### src/hw/rtl/jdi_pkg.sv
// Shared types, constants and helper functions for the Jacobian determinant/inverse block.
// No dependencies; every other file of the block imports this package.
`timescale 1ns / 1ps
package jdi_pkg;

   localparam int FRAC_BITS_DEF = 16;
   localparam int QUEUE_DEPTH   = 2;

   localparam logic [1:0] DIMS_3D    = 2'd3;
   localparam logic [1:0] DIMS_RESET = 2'd2;

   typedef enum logic [1:0] {
      KIND_JAC = 2'd0,
      KIND_INV = 2'd1,
      KIND_DET = 2'd2
   } kind_type;

   // One finished point handed from front to back: saturated J entries, row-major r*3+c.
   typedef struct packed {
      logic             three;
      logic [8:0][31:0] m;
   } point_type;

   localparam logic signed [63:0] S64_MAX = 64'sh7FFF_FFFF_FFFF_FFFF;
   localparam logic signed [63:0] S64_MIN = -64'sh7FFF_FFFF_FFFF_FFFF - 64'sd1;

   function automatic logic signed [63:0] sat_add(input logic signed [63:0] a,
                                                  input logic signed [63:0] b,
                                                  input logic sub);
      logic signed [64:0] s;
      s = sub ? ({a[63], a} - {b[63], b}) : ({a[63], a} + {b[63], b});
      if (s[64] != s[63]) begin
         return s[64] ? S64_MIN : S64_MAX;
      end
      return s[63:0];
   endfunction

   function automatic logic [31:0] sat32(input logic signed [63:0] v);
      if (v > 64'sh0000_0000_7FFF_FFFF) begin
         return 32'h7FFF_FFFF;
      end else if (v < -64'sh0000_0000_8000_0000) begin
         return 32'h8000_0000;
      end
      return v[31:0];
   endfunction

   function automatic logic signed [63:0] sext32(input logic [31:0] v);
      return {{32{v[31]}}, v};
   endfunction

   function automatic logic [3:0] idx9(input logic [1:0] r, input logic [1:0] c);
      return {1'b0, r, 1'b0} + {2'b00, r} + {2'b00, c};
   endfunction

   // Operand indices of the six triple products of the 3x3 determinant.
   function automatic logic [3:0] tri_idx(input logic [2:0] t, input logic [1:0] w);
      logic [11:0] e;
      case (t)
         3'd0:    e = {4'd0, 4'd4, 4'd8};
         3'd1:    e = {4'd1, 4'd5, 4'd6};
         3'd2:    e = {4'd2, 4'd3, 4'd7};
         3'd3:    e = {4'd2, 4'd4, 4'd6};
         3'd4:    e = {4'd1, 4'd3, 4'd8};
         3'd5:    e = {4'd0, 4'd5, 4'd7};
         default: e = '0;
      endcase
      case (w)
         2'd0:    return e[11:8];
         2'd1:    return e[7:4];
         default: return e[3:0];
      endcase
   endfunction

   // Cofactor operands: adj[e] = m[a]*m[b] - m[c]*m[d], e row-major.
   function automatic logic [3:0] cof_idx(input logic [3:0] e, input logic [1:0] w);
      logic [15:0] t;
      case (e)
         4'd0:    t = {4'd4, 4'd8, 4'd5, 4'd7};
         4'd1:    t = {4'd7, 4'd2, 4'd8, 4'd1};
         4'd2:    t = {4'd1, 4'd5, 4'd2, 4'd4};
         4'd3:    t = {4'd5, 4'd6, 4'd3, 4'd8};
         4'd4:    t = {4'd8, 4'd0, 4'd6, 4'd2};
         4'd5:    t = {4'd2, 4'd3, 4'd0, 4'd5};
         4'd6:    t = {4'd3, 4'd7, 4'd4, 4'd6};
         4'd7:    t = {4'd6, 4'd1, 4'd7, 4'd0};
         4'd8:    t = {4'd0, 4'd4, 4'd1, 4'd3};
         default: t = '0;
      endcase
      case (w)
         2'd0:    return t[15:12];
         2'd1:    return t[11:8];
         2'd2:    return t[7:4];
         default: return t[3:0];
      endcase
   endfunction

endpackage

### src/hw/rtl/jdi_queue.sv
// Short FIFO of finished points between the front and the back.
// Depends on jdi_pkg (point_type, QUEUE_DEPTH).
`timescale 1ns / 1ps
module jdi_queue (
   input  logic              clock,
   input  logic              reset,
   input  jdi_pkg::point_type push_data,
   input  logic              push_valid,
   output logic              push_ready,
   output jdi_pkg::point_type pop_data,
   output logic              pop_valid,
   input  logic              pop_ready
);
   import jdi_pkg::*;

   localparam int PTR_W = (QUEUE_DEPTH > 1) ? $clog2(QUEUE_DEPTH) : 1;
   localparam logic [PTR_W:0]   FULL_CNT = (PTR_W + 1)'(QUEUE_DEPTH);
   localparam logic [PTR_W-1:0] LAST_PTR = PTR_W'(QUEUE_DEPTH - 1);

   point_type          store_ff [QUEUE_DEPTH];
   logic [PTR_W-1:0]   wr_ff, rd_ff;
   logic [PTR_W:0]     cnt_ff;
   logic               do_push, do_pop;

   assign push_ready = (cnt_ff != FULL_CNT);
   assign pop_valid  = (cnt_ff != '0);
   assign pop_data   = store_ff[rd_ff];
   assign do_push    = push_valid && push_ready;
   assign do_pop     = pop_valid && pop_ready;

   always_ff @(posedge clock) begin
      if (reset) begin
         wr_ff  <= '0;
         rd_ff  <= '0;
         cnt_ff <= '0;
      end else begin
         if (do_push) begin
            wr_ff <= (wr_ff == LAST_PTR) ? '0 : wr_ff + 1'b1;
         end
         if (do_pop) begin
            rd_ff <= (rd_ff == LAST_PTR) ? '0 : rd_ff + 1'b1;
         end
         if (do_push && !do_pop) begin
            cnt_ff <= cnt_ff + 1'b1;
         end else if (do_pop && !do_push) begin
            cnt_ff <= cnt_ff - 1'b1;
         end
      end
   end

   always_ff @(posedge clock) begin
      if (do_push) begin
         store_ff[wr_ff] <= push_data;
      end
   end

endmodule

### config.mk
export PLATFORM = sky130hd
export DESIGN_NAME = jdi_queue
export DESIGN_NICKNAME = d
export VERILOG_FILES = /design/src/hw/rtl/jdi_pkg.sv /design/src/hw/rtl/jdi_queue.sv
export SDC_FILE = /design/constraint.sdc
export NUM_CORES = 1
export LEC_CHECK = 0
export CAP_MARGIN = 20
export CORE_UTILIZATION = 33
export CTS_CLUSTER_DIAMETER = 60
export DETAILED_ROUTE_END_ITERATION = 10
export DONT_BUFFER_PORTS = 1
export PLACE_DENSITY_LB_ADDON = 0.1
export SLEW_MARGIN = 20
export SYNTH_ARGS = -nofsm -noshare
export SYNTH_HDL_FRONTEND = slang
export SYNTH_SLANG_ARGS = --single-unit
### constraint.sdc
create_clock -name clock -period 8.5 [get_ports clock]
set_clock_uncertainty 0.2 [all_clocks]
set_input_delay 0.85 -clock clock [delete_from_list [all_inputs] [get_ports clock]]
set_output_delay 0.85 -clock clock [all_outputs]
set_load 0.02 [all_outputs]
==> flow_metrics.tcl <==
set metrics [dict create \
    grt_max_degree 144 \
    dieWidth_um 259.6 \
    syn_nets 1217 \
    core_area_mm2 0.06575 \
    synth_seq_area_share_pct 79.71 \
    gp_congestion 0.7584 \
    slew_viol_final 0 \
    synth_area_per_cell_um2 23.73 \
    synth-edff-count 578 \
    cellInternalPower_w 0.005812 \
    switching_share_pct 30.21 \
    slew_headroom_pct 24.19 \
    arrival_ns 3.09 \
    fmax_mhz 241.3 \
    cp-end-kind "output port" \
    max_stage_delay_ns 0.91 \
    power_frac_clock_pct 31.3 \
    worstPathBufferInverterCount 2 \
    timing.rr.start "cnt_ff[0]" \
    drc_errors 0 \
    multi_input_area_mm2 0.004129 \
    crit_chain "buf_12, buf_4, mux2_4" \
    netSwitchingPower_w 0.002516 \
    vdd_drop_max_uv 184.8 \
    ctsHoldBuffers 0 \
    drt_iter0_drc 504 \
    status "finished, final reports clean" \
    clk_path_buf_depth 3 \
    cts.clk_slew.worst_paths_ns 0.06 \
    drtAntennaViolNets 0 \
    initial_core_util_pct 33.31 \
    crit_type "reg2out" \
    wl_um 51080 \
    synthesis.area_mm2 0.02190 \
    vias_per_cell 4.631 \
    cts_num_sinks 583 \
    yosysTopAreaCell "edfxtp_1" \
    cp_top_family "buffers and inverters" \
    track_usage_pct 14.59 \
    synth_cell_types 19 \
    rsz0062_at_grt "no" \
    register_area_mm2 0.01746 \
    yosysMostFrequentCell "edfxtp_1" \
    setup_viol 0 \
    hp-start "reset" \
    ctsResizeCount 0 \
    p_leak_nw 8.273 \
    hold_path_class "in2reg" \
    pwr-share-seq_pct 44.4 \
    drive_above_1_share_pct 38.13 \
    yosys_warnings 0 \
    worstPathRequired_ns 7.45 \
    synth.ff_latch_count 583 \
    num_vias 8710 \
    pwr-share-comb_pct 24.3 \
    num_io_pins 584 \
    die_h_um 259.6 \
    clkLatencyLatePin_ns 0.60 \
    tightest_slew_ns 1.137 \
    n_fill_cell 5916 \
    startpoint_type "flop" \
    crit_fanout 129 \
    fin_crit_sh_pct 48.76 \
    netlist.area_leader.share_pct 79.25 \
    layout-area-overhead-vs-synth_pct 13.15 \
    totalNegativeSetupSlack_ns 0 \
    hold_violations 0 \
    port_buffers 0 \
    cts_root_buf "clkbuf_16" \
    grt_pass1_vias 9172 \
    cts_tree "built" \
    nets 1262 \
    first_pass_iters 6 \
    period_needed_ns 4.144 \
    synth_ff_type "edfxtp_1" \
    row_count 94 \
    grt_pass1_wl_um 69040 \
    dp_hpwl_um 35190 \
    slowest_stage "buf_4" \
    power_density_mw_per_mm2 336.1 \
    ys_top_cells_by_count "edfxtp_1 (578), mux2_4 (200), mux2_2 (89)" \
    avgRoutedWirePerCell_um 27.15 \
    finalPower_w 0.008328 \
    post_cts_buffers 0 \
    synthCells 923 \
    grt_antenna_before_repair 5 \
    overflow 0 \
    dieArea_mm2 0.06740 \
    cts_made_buffers 66 \
    synthArstFlopShare_pct 0 \
    cts_htree_levels 3 \
    synth_top_cells_by_area "edfxtp_1 (79%), mux2_4 (14%), mux2_2 (4.6%)" \
    maxCapViolCount 0 \
]
[metrics by stage]
step	std cells	setup WS, ns	cell area (um2)	utilization (%)	hold WS [ns]
2_1_floorplan	923	0.1356	21900	-	0.2705
3_3_place_gp	1764	5.021	22790	34.66	0.2821
3_5_place_dp	1764	4.991	22790	34.66	0.2974
4_1_cts	1879	4.308	24780	37.69	0.05761
5_1_grt	1881	4.166	24780	37.69	0.05999
6_report	1881	4.356	24780	37.69	0.1147
[power groups by stage]
stage / Combinational (W) / Sequential [W] / Clock (W)
6_report: 0.00203 / 0.00370 / 0.00260
5_1_grt: 0.00213 / 0.00372 / 0.00281
4_1_cts: 0.00209 / 0.00370 / 0.00270
3_5_place_dp: 0.00208 / 0.00376 / 0
3_3_place_gp: 0.00208 / 0.00376 / 0
2_1_floorplan: 0.00177 / 0.00382 / 0
[worst paths after layout]
kind / to / slack (ns) / depth (start not counted)
setup / recovery: pop_data[222] / 4.36 / 3
hold / removal: flop / 0.11 / 1
setup reg to reg: store_ff[1][181] / 5.40 / 3
hold reg to reg: flop / 0.32 / 2
[flip-flops by register name, summed over array words and instances (netlist names), named ones only]
name      count
rd_ff         1
cnt_ff        2
wr_ff         1
store_ff    578
[cell usage in the layout (no fill, tap or decap), types with 2 or more instances in the layout]
cell,netlist,final
buf_12,0,3
clkbuf_1,0,18
mux2_2,89,89
o21ai_0,2,2
buf_4,0,6
nor2_1,3,3
clkbuf_16,0,66
edfxtp_1,578,578
inv_16,0,2
xor2_1,3,3
a21oi_1,2,2
clkinv_1,0,13
clkinv_8,0,2
inv_6,0,3
dfxtp_1,5,4
diode_2,0,2
clkinv_2,0,6
mux2_4,200,200
inv_8,0,2
[per-layer routing]
layer	up-vias	GRT usage, %	share of wire, %
li1	3786	-	-
met1	4462	14.16	33
met2	358	25.43	52
met3	96	8.480	12
met4	8	5.376	2.9
met5	-	0	0.11
[worst reg2reg max path, cell delays in order (launching register included)]
cell and delay [ns]:
dfxtp_1 0.40, nand2b_1 0.37, and3_4 0.78, buf_12 0.53
[layout make-up]
cell class,instances,area share (%)
repair buffers,9,0.4241
diodes,2,0.02020
multi-input cells,307,16.66
clock buffers,85,6.993
flip-flops and latches,583,70.46
inverters,1,0.04544
well taps,864,4.362
clock inverters,30,1.035
[kinds of logic (layout without fill, tap and decap cells)]
logic type	count (synthesis)	count (layout)	share of synthesized area, %
flops	583	583	79.71
mux	289	289	18.29
buf+inv	33	125	1.462
simple gates	9	9	0.2286
compound gates	5	5	0.1371
xor+xnor	3	3	0.1200
fa+ha+maj	1	1	0.05712
other cells	0	2	0
Power figures use the tool's default switching activity.
