--- src/hw/rtl/jdi_pkg.sv ---
// Shared types, constants and helper functions for the Jacobian determinant/inverse block.
// No dependencies; every other file of the block imports this package.
`timescale 1ns / 1ps
package jdi_pkg;

   localparam int FRAC_BITS_DEF = 16;
   localparam int QUEUE_DEPTH   = 2;

   localparam logic [1:0] DIMS_3D    = 2'd3;
   localparam logic [1:0] DIMS_RESET = 2'd2;

   typedef enum logic [1:0] {
      KIND_JAC = 2'd0,
      KIND_INV = 2'd1,
      KIND_DET = 2'd2
   } kind_type;

   // One finished point handed from front to back: saturated J entries, row-major r*3+c.
   typedef struct packed {
      logic             three;
      logic [8:0][31:0] m;
   } point_type;

   localparam logic signed [63:0] S64_MAX = 64'sh7FFF_FFFF_FFFF_FFFF;
   localparam logic signed [63:0] S64_MIN = -64'sh7FFF_FFFF_FFFF_FFFF - 64'sd1;

   function automatic logic signed [63:0] sat_add(input logic signed [63:0] a,
                                                  input logic signed [63:0] b,
                                                  input logic sub);
      logic signed [64:0] s;
      s = sub ? ({a[63], a} - {b[63], b}) : ({a[63], a} + {b[63], b});
      if (s[64] != s[63]) begin
         return s[64] ? S64_MIN : S64_MAX;
      end
      return s[63:0];
   endfunction

   function automatic logic [31:0] sat32(input logic signed [63:0] v);
      if (v > 64'sh0000_0000_7FFF_FFFF) begin
         return 32'h7FFF_FFFF;
      end else if (v < -64'sh0000_0000_8000_0000) begin
         return 32'h8000_0000;
      end
      return v[31:0];
   endfunction

   function automatic logic signed [63:0] sext32(input logic [31:0] v);
      return {{32{v[31]}}, v};
   endfunction

   function automatic logic [3:0] idx9(input logic [1:0] r, input logic [1:0] c);
      return {1'b0, r, 1'b0} + {2'b00, r} + {2'b00, c};
   endfunction

   // Operand indices of the six triple products of the 3x3 determinant.
   function automatic logic [3:0] tri_idx(input logic [2:0] t, input logic [1:0] w);
      logic [11:0] e;
      case (t)
         3'd0:    e = {4'd0, 4'd4, 4'd8};
         3'd1:    e = {4'd1, 4'd5, 4'd6};
         3'd2:    e = {4'd2, 4'd3, 4'd7};
         3'd3:    e = {4'd2, 4'd4, 4'd6};
         3'd4:    e = {4'd1, 4'd3, 4'd8};
         3'd5:    e = {4'd0, 4'd5, 4'd7};
         default: e = '0;
      endcase
      case (w)
         2'd0:    return e[11:8];
         2'd1:    return e[7:4];
         default: return e[3:0];
      endcase
   endfunction

   // Cofactor operands: adj[e] = m[a]*m[b] - m[c]*m[d], e row-major.
   function automatic logic [3:0] cof_idx(input logic [3:0] e, input logic [1:0] w);
      logic [15:0] t;
      case (e)
         4'd0:    t = {4'd4, 4'd8, 4'd5, 4'd7};
         4'd1:    t = {4'd7, 4'd2, 4'd8, 4'd1};
         4'd2:    t = {4'd1, 4'd5, 4'd2, 4'd4};
         4'd3:    t = {4'd5, 4'd6, 4'd3, 4'd8};
         4'd4:    t = {4'd8, 4'd0, 4'd6, 4'd2};
         4'd5:    t = {4'd2, 4'd3, 4'd0, 4'd5};
         4'd6:    t = {4'd3, 4'd7, 4'd4, 4'd6};
         4'd7:    t = {4'd6, 4'd1, 4'd7, 4'd0};
         4'd8:    t = {4'd0, 4'd4, 4'd1, 4'd3};
         default: t = '0;
      endcase
      case (w)
         2'd0:    return t[15:12];
         2'd1:    return t[11:8];
         2'd2:    return t[7:4];
         default: return t[3:0];
      endcase
   endfunction

endpackage

--- src/hw/rtl/jdi_front.sv ---
// Front end: accepts terms and accumulates the Jacobian sums, one product per cycle.
// Depends on jdi_pkg; pushes each finished point into jdi_queue.
`timescale 1ns / 1ps
module jdi_front #(
   parameter int FRAC_BITS = jdi_pkg::FRAC_BITS_DEF
) (
   input  logic               clock,
   input  logic               reset,
   input  logic [1:0]         dims,
   input  logic               req_valid,
   output logic               req_ready,
   input  logic signed [31:0] req_weight_x,
   input  logic signed [31:0] req_weight_y,
   input  logic signed [31:0] req_weight_z,
   input  logic signed [31:0] req_coord_x,
   input  logic signed [31:0] req_coord_y,
   input  logic signed [31:0] req_coord_z,
   input  logic               req_last_term,
   output jdi_pkg::point_type  push_data,
   output logic               push_valid,
   input  logic               push_ready
);
   import jdi_pkg::*;

   typedef enum logic [1:0] {F_IDLE, F_MUL, F_DRAIN, F_PUSH} state_type;

   state_type          state_ff;
   logic signed [31:0] w_ff [3];
   logic signed [31:0] x_ff [3];
   logic               last_ff, three_ff, pvld_ff;
   logic [1:0]         r_ff, c_ff, nmax;
   logic signed [63:0] prod_in, prod_ff, sum_in;
   logic [3:0]         pidx_ff;
   logic signed [63:0] sums_ff [9];

   assign nmax     = three_ff ? 2'd2 : 2'd1;
   assign prod_in  = w_ff[r_ff] * x_ff[c_ff];
   assign sum_in   = sat_add(sums_ff[pidx_ff], prod_ff >>> FRAC_BITS, 1'b0);
   assign req_ready  = (state_ff == F_IDLE);
   assign push_valid = (state_ff == F_PUSH);

   always_comb begin
      push_data.three = three_ff;
      for (int i = 0; i < 9; i++) begin
         push_data.m[i] = sat32(sums_ff[i]);
      end
   end

   always_ff @(posedge clock) begin
      if (reset) begin
         state_ff <= F_IDLE;
         pvld_ff  <= 1'b0;
         for (int i = 0; i < 9; i++) begin
            sums_ff[i] <= '0;
         end
      end else begin
         pvld_ff <= (state_ff == F_MUL);
         if (pvld_ff) begin
            sums_ff[pidx_ff] <= sum_in;
         end
         unique case (state_ff)
            F_IDLE: begin
               if (req_valid) begin
                  w_ff[0]  <= req_weight_x;
                  w_ff[1]  <= req_weight_y;
                  w_ff[2]  <= req_weight_z;
                  x_ff[0]  <= req_coord_x;
                  x_ff[1]  <= req_coord_y;
                  x_ff[2]  <= req_coord_z;
                  last_ff  <= req_last_term;
                  three_ff <= (dims == DIMS_3D);
                  r_ff     <= '0;
                  c_ff     <= '0;
                  state_ff <= F_MUL;
               end
            end
            F_MUL: begin
               prod_ff <= prod_in;
               pidx_ff <= idx9(r_ff, c_ff);
               if (c_ff == nmax) begin
                  c_ff <= '0;
                  r_ff <= r_ff + 1'b1;
                  if (r_ff == nmax) begin
                     state_ff <= F_DRAIN;
                  end
               end else begin
                  c_ff <= c_ff + 1'b1;
               end
            end
            F_DRAIN: begin
               state_ff <= last_ff ? F_PUSH : F_IDLE;
            end
            F_PUSH: begin
               if (push_ready) begin
                  for (int i = 0; i < 9; i++) begin
                     sums_ff[i] <= '0;
                  end
                  state_ff <= F_IDLE;
               end
            end
         endcase
      end
   end

endmodule

--- config.mk ---
export PLATFORM = sky130hd
export DESIGN_NAME = jdi_front
export DESIGN_NICKNAME = d
export VERILOG_FILES = /design/src/hw/rtl/jdi_pkg.sv /design/src/hw/rtl/jdi_front.sv
export SDC_FILE = /design/constraint.sdc
export NUM_CORES = 2
export LEC_CHECK = 0
export BUFFER_PORTS_ARGS = -buffer_cell sky130_fd_sc_hd__buf_2
export CELL_PAD_IN_SITES_DETAIL_PLACEMENT = 0
export CELL_PAD_IN_SITES_GLOBAL_PLACEMENT = 1
export CORE_MARGIN = 5
export CORE_UTILIZATION = 41
export CTS_CLUSTER_DIAMETER = 200
export DETAILED_ROUTE_END_ITERATION = 12
export PLACE_DENSITY_LB_ADDON = 0.25
export SLEW_MARGIN = 0
export SYNTH_ARGS = -nofsm -noshare
export SYNTH_HDL_FRONTEND = slang
export SYNTH_SLANG_ARGS = --single-unit
--- constraint.sdc ---
create_clock -name clock -period 30.8 [get_ports clock]
set_input_delay 3.08 -clock clock [delete_from_list [all_inputs] [get_ports clock]]
set_output_delay 3.08 -clock clock [all_outputs]
set_load 0.005 [all_outputs]
==> impl_metrics.env <==
export IMPL_ys_ff_latch=1285
export IMPL_clock_sinks=1285
export IMPL_track_usage=0.2720
export IMPL_synth_flop_cell="edfxtp_1"
export IMPL_wl_per_cell_um=28.00
export IMPL_tightest_slew_ns=1.311
export IMPL_synth_edff_count=1274
export IMPL_yosysTopAreaCell="edfxtp_1"
export IMPL_hpwl_um=250400
export IMPL_yosys_top_cells_count="edfxtp_1, nand2_1, inv_1"
export IMPL_min_period_ns=10.65
export IMPL_tns_ns=0
export IMPL_drive_gt1_frac=0.1539
export IMPL_finalHoldViolCount=0
export IMPL_synth_top_area_frac=0.4011
export IMPL_rsz0062_at_grt="false"
export IMPL_layout_nets=10210
export IMPL_cts_inserted_buffers=144
export IMPL_fp_dieArea_um2=242400
export IMPL_synth_fp_nets=9876
export IMPL_syn2layout_area_growth_pct=11.26
export IMPL_synth_cell_types=95
export IMPL_synthCells=8346
export IMPL_synthArstFlopShare=0
export IMPL_grt_ovfl_total=0
export IMPL_grt_max_degree=105
export IMPL_numPortBuffers=489
export IMPL_hold_path_class="reg -> reg"
export IMPL_drc=0
export IMPL_period_share=0.3458
export IMPL_dr_pass1_iters=6
export IMPL_core_area_um2=232100
export IMPL_end_kind="register"
export IMPL_max_freq_mhz=93.88
export IMPL_detail_route_antenna_nets=0
export IMPL_start_util=0.4109
export IMPL_cts_hold_buf=0
export IMPL_avgViaCountPerCell=5.680
export IMPL_worst_path_largest_cell_delay_ns=1.11
export IMPL_syn_avg_cell_area_um2=11.43
export IMPL_outcome="finished clean"
export IMPL_insertion_delay_ns=0.83
export IMPL_setup_viol=0
export IMPL_place_gp_congestion=0.9587
export IMPL_slew_headroom=0.1260
export IMPL_syn_area_um2=95380
export IMPL_drt_iter0_markers=7502
export IMPL_die_w_um=492.3
export IMPL_synth_most_common_cell="edfxtp_1"
export IMPL_whs_ns=0.5484
export IMPL_grt_pass1_wl_um=483900
export IMPL_drv_cap=0
export IMPL_setup_worst_path_class="reg -> reg"
export IMPL_clk_pin_slew_worst_paths_ns=0.06
export IMPL_antenna_found_initial=9
export IMPL_dieHeight_um=492.3
export IMPL_clockBufferDepth=3
export IMPL_synth_sequential_area_ratio=0.4034
export IMPL_cp_start_kind="register"
export IMPL_crit_required_ns=31.30
export IMPL_cts_max_level=4
export IMPL_cts_root_buf="clkbuf_16"
export IMPL_crit_fanout=32
export IMPL_grt_pass1_vias=70240
export IMPL_slowest_stage="dfxtp_2"
export IMPL_num_vias=67210
export IMPL_fp_row_count=177
export IMPL_slew_violations=0
export IMPL_fin_skew_ns=0.08046
export IMPL_yosysWarnings=0
export IMPL_cpMostUsedCell="fa_1"
export IMPL_crit_arrival_ns=11.15
export IMPL_synth_area_leaders="edfxtp_1, fa_1, mux4_2"
export IMPL_fill_cells=21510
export IMPL_wl_um=331300
export IMPL_post_cts_buffers=0
export IMPL_cts_resized=0
export IMPL_cts_tree="built"
export IMPL_num_io_pins=490
metrics by stage:
step	instances	cell area [um2]	setup WS (ns)	utilization
2_1_floorplan	8346	95380	6.697	-
6_report	11830	106100	20.15	0.4572
5_1_grt	11830	106100	19.57	0.4572
4_1_cts	11830	106100	20.22	0.4572
3_5_place_dp	11570	101400	20.24	0.4367
3_3_place_gp	11570	101400	20.22	0.4367
cell families after synthesis:
family                     Yosys count  share of synthesized area
adders and majority gates         1332                     0.2600
and+or+nand+nor                   2845                     0.1237
buffers and inverters             1713                    0.06899
DFF                               1285                     0.4034
muxes                              394                    0.08338
xor gates and xnor gates           112                    0.01028
AOI/OAI and AO/OA                  665                    0.05018
cell type report:
| cell class | instances | area (um2) | share of cell area |
|---|---|---|---|
| clock buffer | 170 | 3722 | 0.03508 |
| multi-input combinational | 5348 | 50680 | 0.4776 |
| sequential | 1285 | 38500 | 0.3628 |
| inverter | 1243 | 4666 | 0.04397 |
| antenna | 6 | 15.01 | 0.0001415 |
| timing repair buffer | 655 | 3706 | 0.03492 |
| clock inverter | 82 | 1018 | 0.009598 |
| tap | 3043 | 3807 | 0.03588 |
flip-flops by register name, summed over array words and instances, names as in the netlist, named ones only:
name / cells
c_ff: 2
x_ff: 96
r_ff: 2
last_ff: 1
pvld_ff: 1
w_ff: 96
state_ff: 2
three_ff: 1
prod_ff: 48
pidx_ff: 4
sums_ff: 1024
layout by cell type (no fill, tap or decap), drive strengths merged, types with 75 or more instances in the layout:
master  Yosys  final
nor4       93     93
o21a       77     77
nor2     1165   1165
a21oi     190    190
inv      1242   1251
ha        247    247
clkbuf    400    170
nand2    1252   1252
fa       1084   1084
edfxtp   1274   1274
xnor2      75     75
nand4     120    120
mux4      320    320
buf        70    655
o21ai     173    173
layer usage:
metal	up-vias	track usage	part of all wire
met5	-	0	0.00015
met4	8	0.08773	0.035
met3	527	0.05286	0.093
met2	3454	0.4322	0.46
met1	34980	0.3790	0.41
li1	28240	-	-
critical path: cells and delay by family (launching register included):
family	cells	cell delay (ns)
compound gates	4	2.16
xor+xnor	1	0.14
fa+ha+maj	9	4.64
buf+inv	4	0.24
flops	1	1.11
mux	1	0.35
simple gates	7	1.66
path summary, 6_finish.rpt:
kind / to / startpoint / slack (ns) / depth (start not counted)
min reg2reg: register / pidx_ff[2] / 0.55 / 2
max reg2reg: prod_ff[63] / register / 20.15 / 26
min: register / pidx_ff[2] / 0.55 / 2
max: prod_ff[63] / register / 20.15 / 26
Power is left out: the tool's default activity adds up to more than one toggle a clock period on the data nets, which glitch-free logic cannot reach.
